===== src/rtl/core/assert_macros.svh =====
// assertion helpers for the rtl
`ifndef ASSERT_MACROS_SVH
`define ASSERT_MACROS_SVH

// same-cycle implication, disabled while reset is asserted
`define SIP_ASSERT_NOW(lbl, ck, rstn, ante, cons) \
	lbl: assert property (@(posedge ck) disable iff (!rstn) (ante) |-> (cons)) \
		else $error("sip assertion failed");

// next-cycle implication, disabled while reset is asserted
`define SIP_ASSERT_NEXT(lbl, ck, rstn, ante, cons) \
	lbl: assert property (@(posedge ck) disable iff (!rstn) (ante) |=> (cons)) \
		else $error("sip assertion failed");

`endif


===== src/rtl/core/sip_pkg.sv =====
`timescale 1ns / 1ps
`default_nettype none
// ----------------------------------------------------------------------------
// sip_pkg
// shared types for the segment intersection pipeline
// ----------------------------------------------------------------------------
package sip_pkg;

	// per-beat control that travels beside the numeric pipeline
	typedef struct packed {
		logic valid;
		logic hit;
		logic degen;
	} sip_ctl_t;

endpackage
`default_nettype wire


===== src/rtl/core/sip_div.sv =====
`timescale 1ns / 1ps
`default_nettype none
// ----------------------------------------------------------------------------
// sip_div
// pipelined restoring divider, one quotient bit per stage, quotient
// truncated toward zero and saturated to the coordinate range
// ----------------------------------------------------------------------------
module sip_div import sip_pkg::*; #(
	parameter int W   = 16,
	parameter int NW  = 53,
	parameter int DDW = 35
) (
	input  logic                  clk,
	input  logic                  en,
	input  logic signed [NW-1:0]  num,
	input  logic signed [DDW-1:0] den,
	output logic signed [W-1:0]   quo
);

	localparam int Q   = W + 1;
	localparam int CW  = NW + 1;
	localparam int LIM = 2 ** (W - 1);

	logic [NW-1:0]  nmag_a;
	logic [DDW-1:0] dmag_a;
	logic           neg_a;

	logic [NW-1:0]  rem_s  [Q+1];
	logic [Q-1:0]   q_s    [Q+1];
	logic [DDW-1:0] dmag_s [Q+1];
	logic           neg_s  [Q+1];
	logic           ovf_s  [Q+1];

	logic [Q-1:0]   qmag;
	logic           neg_f, ovf_f;

	always_ff @(posedge clk) begin
		if (en) begin
			nmag_a    <= num[NW-1] ? NW'(-num) : NW'(num);
			dmag_a    <= den[DDW-1] ? DDW'(-den) : DDW'(den);
			neg_a     <= num[NW-1] ^ den[DDW-1];
			// quotient does not fit in Q bits
			ovf_s[0]  <= {1'b0, nmag_a} >= CW'({dmag_a, {Q{1'b0}}});
			rem_s[0]  <= nmag_a;
			q_s[0]    <= '0;
			dmag_s[0] <= dmag_a;
			neg_s[0]  <= neg_a;
		end
	end

	for (genvar i = 0; i < Q; i++) begin : g_step
		localparam int K = Q - 1 - i;
		logic [CW-1:0] trial;
		assign trial = {1'b0, rem_s[i]} - (CW'(dmag_s[i]) << K);
		always_ff @(posedge clk) begin
			if (en) begin
				rem_s[i+1]  <= trial[CW-1] ? rem_s[i] : trial[NW-1:0];
				q_s[i+1]    <= q_s[i] | (Q'(!trial[CW-1]) << K);
				dmag_s[i+1] <= dmag_s[i];
				neg_s[i+1]  <= neg_s[i];
				ovf_s[i+1]  <= ovf_s[i];
			end
		end
	end

	assign qmag  = q_s[Q];
	assign neg_f = neg_s[Q];
	assign ovf_f = ovf_s[Q];

	always_ff @(posedge clk) begin
		if (en) begin
			if (neg_f) begin
				if (ovf_f || (qmag > Q'(LIM)))
					quo <= W'(-LIM);
				else
					quo <= W'(-qmag);
			end else begin
				if (ovf_f || (qmag > Q'(LIM - 1)))
					quo <= W'(LIM - 1);
				else
					quo <= W'(qmag);
			end
		end
	end

endmodule
`default_nettype wire

===== config.mk =====
export PLATFORM = sky130hd
export DESIGN_NAME = sip_div
export DESIGN_NICKNAME = d
export VERILOG_FILES = /design/src/rtl/core/assert_macros.svh /design/src/rtl/core/sip_pkg.sv /design/src/rtl/core/sip_div.sv
export SDC_FILE = /design/constraint.sdc
export NUM_CORES = 2
export LEC_CHECK = 0
export ABC_CLOCK_PERIOD_IN_PS = 4900
export BUFFER_PORTS_ARGS = -buffer_cell sky130_fd_sc_hd__clkbuf_2
export CORE_UTILIZATION = 40
export CTS_BUF_LIST = sky130_fd_sc_hd__clkbuf_4 sky130_fd_sc_hd__clkbuf_8
export DETAILED_ROUTE_END_ITERATION = 8
export HOLD_SLACK_MARGIN = 0.15
export PLACE_DENSITY_LB_ADDON = 0.3
export SYNTH_ARGS = -nofsm -noshare
export SYNTH_HDL_FRONTEND = slang
export SYNTH_SLANG_ARGS = --single-unit

===== constraint.sdc =====
create_clock -name clk -period 4.9 [get_ports clk]
set_input_delay 0 -clock clk [delete_from_list [all_inputs] [get_ports clk]]
set_output_delay 0 -clock clk [all_outputs]
set_load 0.01 [all_outputs]

==> flow_summary.yaml <==
run_status:
  status: "complete, no violations"
routing:
  via_per_inst: 5.31
  firstDrtPassIters: 6
  wire_per_inst_um: 17.1
  drtAntennaViolNets: 0
  dr_total_vias: 68541
  drt_first_iter_violations: 4004
  drcViolationCount: 0
  wirelength_um: 220000
yosys:
  syn_nets: 9666
  synth_edf_count: 1790
  netlist_top_cells_count: "1,790 x edfxtp_1, 811 x inv_1, 781 x nand2_1, 724 x a21oi_1, 688 x o21ai_0"
  avgSynthCellArea_um2: 11.0
  netlist.area_leader.share_pct: 54.5
  ys_ff_latch: 1790
  seq_area_frac_synth_pct: 54.5
  async_reset_ff_share_pct: 0
  ys.flop_type: "edfxtp_1"
  synthCells: 8927
  synth_area_leaders: "edfxtp_1 55%, ha_1 8.0%, a21oi_1 3.7%"
  yosys_warnings: 0
  yosysMostFrequentCell: "edfxtp_1"
  yosysTopAreaCell: "edfxtp_1"
  netlist_area_um2: 98600
  netlist-cell-type-count: 89
timing:
  fin_crit_sh_pct: 96.7
  fin_crit_ps: 4740
  setup_slack_ps: 161
  drv_slew: 0
  hold_violations: 0
  tightest_slew_ps: 1250
  max_freq_ghz: 0.211
  tns_ps: 0
  clock-skew-final_ps: 63.8
  rsz0062_at_grt: "false"
  setup_viol: 0
  max_slew_margin_pct: 16.4
worst_setup_path:
  r2r_setup_slack_ps: 160
  critical_path_class: "reg -> reg"
  cp_data_arrival_time_ps: 5470
  critPathSlowestCell: "a31oi_1"
  cp.required_ps: 5630
  crit_path_cell_trace: "ha_1 > fa_1 > nor2b_1 > o31ai_1 > a21oi_1 > o21ai_0 > a31oi_1 > a211oi_4 > or2_2 > a2111oi_0 > buf_4 > xor2_1"
  cp_top_family: "compound AO/OA/AOI/OAI gates"
  reg2reg_from: "dmag_s[15][0]$_DFFE_PP_"
  start_kind: "register"
  slowest_delay_ps: 910
  critPathMaxFanout: 5
  cp-end-kind: "register"
  path_buf_inv: 1
  reg2reg_depth: 12
  rr_endpoint: "rem_s[16][47]$_DFFE_PP_"
grt:
  grt_max_degree: 145
  gr-usage-met1_pct: 17.5
  grt_use_met2_pct: 33.4
  grt_pass1_vias: 71313
  top_usage_layer: "met2"
  antenna_found_initial: 2
  use_met3_pct: 2.48
  track_usage_pct: 17.3
  grt_pass1_wl_um: 352000
  overflow: 0
hold_path:
  hp-start: "den[0]"
  min_path_cells: 3
  whs_endpoint: "dmag_a[0]$_DFFE_PP_"
  hold_path_class: "in -> reg"
die:
  die_y_um: 498
  die_w_um: 498
  start_util_pct: 40.4
  num_rows: 181
  top_level_ports: 106
  die-area_um2: 248000
  core_um2: 244000
clock_network:
  htree_num_levels: 5
  cts.path.max_buffers: 4
  numCtsBuffers: 331
  cts.sinks: 1790
  tritoncts: "built"
  root_buffer: "clkbuf_8"
  cts.reportedPaths.clkPinSlew_ps: 60
  clock_latency_ps: 1020
  ctsResizeCount: 0
run:
  maxCapViolCount: 0
placement:
  dp_slack_ps: 275
  placed_cells: 12078
  portBuffers: 105
  hpwl_um: 160000
  gp_congestion: 0.932
cells_and_area:
  fin_nets: 10207
  instances_no_fill: 12905
  layout-drive-gt1-share_pct: 8.90
  area_delta_synth_final_pct: 13.9
pwr:
  power_density_nw_per_um2: 551
  worst_ir_drop_vdd_v: 0.000281
  p_leak_uw: 0.0441
[routing by layer]
metal | routed length, um | vias up
met5 | 0 | -
met4 | 12600 | 0
met3 | 7320 | 770
met2 | 115000 | 1735
met1 | 84800 | 32123
li1 | - | 33913
[stage by stage]
stage	power, uW	cell area [um2]	util [%]	hold WS (ps)
finish	61800	112000	46.0	338
global route	66000	112000	46.0	281
CTS	62100	112000	46.0	206
detailed placement	47800	103000	42.3	211
global placement	47300	103000	42.3	199
floorplan	41300	98600	-	98.9
[worst reg2reg max path: stages, from the launching register on]
cell       delay [ps]
edfxtp_1          410
ha_1              260
fa_1              420
nor2b_1           190
o31ai_1           120
a21oi_1           350
o21ai_0           300
a31oi_1           910
a211oi_4          140
or2_2             370
a2111oi_0         720
buf_4             230
xor2_1             50
[cell families after synthesis]
group,Yosys count,synth area share (%)
compound gates,2462,15.5
simple gates,2174,10.4
flops,1790,54.5
buf+inv,1077,4.12
xor+xnor,699,6.21
fa+ha+maj,649,8.36
mux,76,0.865
[flip-flops by register name, indices dropped and copies added, names as in the netlist]
signal,cells
dmag_a,35
dmag_s,595
neg_a,1
neg_s,18
nmag_a,53
ovf_s,18
q_s,153
quo,16
rem_s,901
[repair_timing]
item / 4_1_cts / 5_1_grt
hold endpoints to repair: 1780 / 0
setup buffers: 0 / 0
hold buffers: 259 / 0
[cell usage in the layout, fill, tap and decap left out, types with 27 or more instances in the layout]
cell type and n:
clkinv_2 31, or2_2 31, dlygate4sd3_1 258, o211ai_1 54, a21oi_1 724, clkbuf_4 95, edfxtp_1 1790, and2_1 29
nand4_1 118, nand2_1 780, xnor2_1 399, nor2_1 506, xor2_1 300, clkinv_1 81, clkbuf_2 104, a211oi_1 60
o21bai_1 85, ha_1 633, a211o_1 27, o21ai_0 687, or4_1 32, mux2_2 73, nor3_1 122, o21a_1 78
or3_1 58, o31ai_1 75, clkbuf_8 334, and3_1 50, inv_1 811, buf_4 82, a21o_1 334, a31oi_1 72
buf_12 28, nand3_1 135, nand2b_1 90, nor2b_1 72, nor4_1 68
[area by class of cell]
cell class | instances | area [um2]
clock buffers | 429 | 5310
well taps | 3202 | 4010
repair buffers | 473 | 4310
fillers | 21878 | 132000
inverters | 812 | 3050
diodes | 5 | 12.5
multi-input cells | 6060 | 40900
clock inverters | 134 | 918
flip-flops and latches | 1790 | 53800
[power by group]
| group | switching, uW | internal, uW | leakage [uW] |
|---|---|---|---|
| Clock | 6030 | 7700 | 0.00328 |
| Combinational | 14200 | 10300 | 0.0235 |
| Sequential | 1920 | 21600 | 0.0173 |
| Total | 22200 | 39600 | 0.0441 |
[worst max path at each step]
stage | from | end | cells after the start
2_1_floorplan | rem_s[13][3]$_DFFE_PP_ | rem_s[14][4]$_DFFE_PP_ | 14
3_3_place_gp | dmag_s[15][0]$_DFFE_PP_ | rem_s[16][47]$_DFFE_PP_ | 12
3_5_place_dp | dmag_s[15][0]$_DFFE_PP_ | rem_s[16][47]$_DFFE_PP_ | 12
4_1_cts | dmag_s[15][0]$_DFFE_PP_ | rem_s[16][47]$_DFFE_PP_ | 12
5_1_grt | dmag_s[15][0]$_DFFE_PP_ | rem_s[16][47]$_DFFE_PP_ | 12
6_report | dmag_s[15][0]$_DFFE_PP_ | rem_s[16][47]$_DFFE_PP_ | 12
Note: power is estimated with default switching activity, not from simulation.
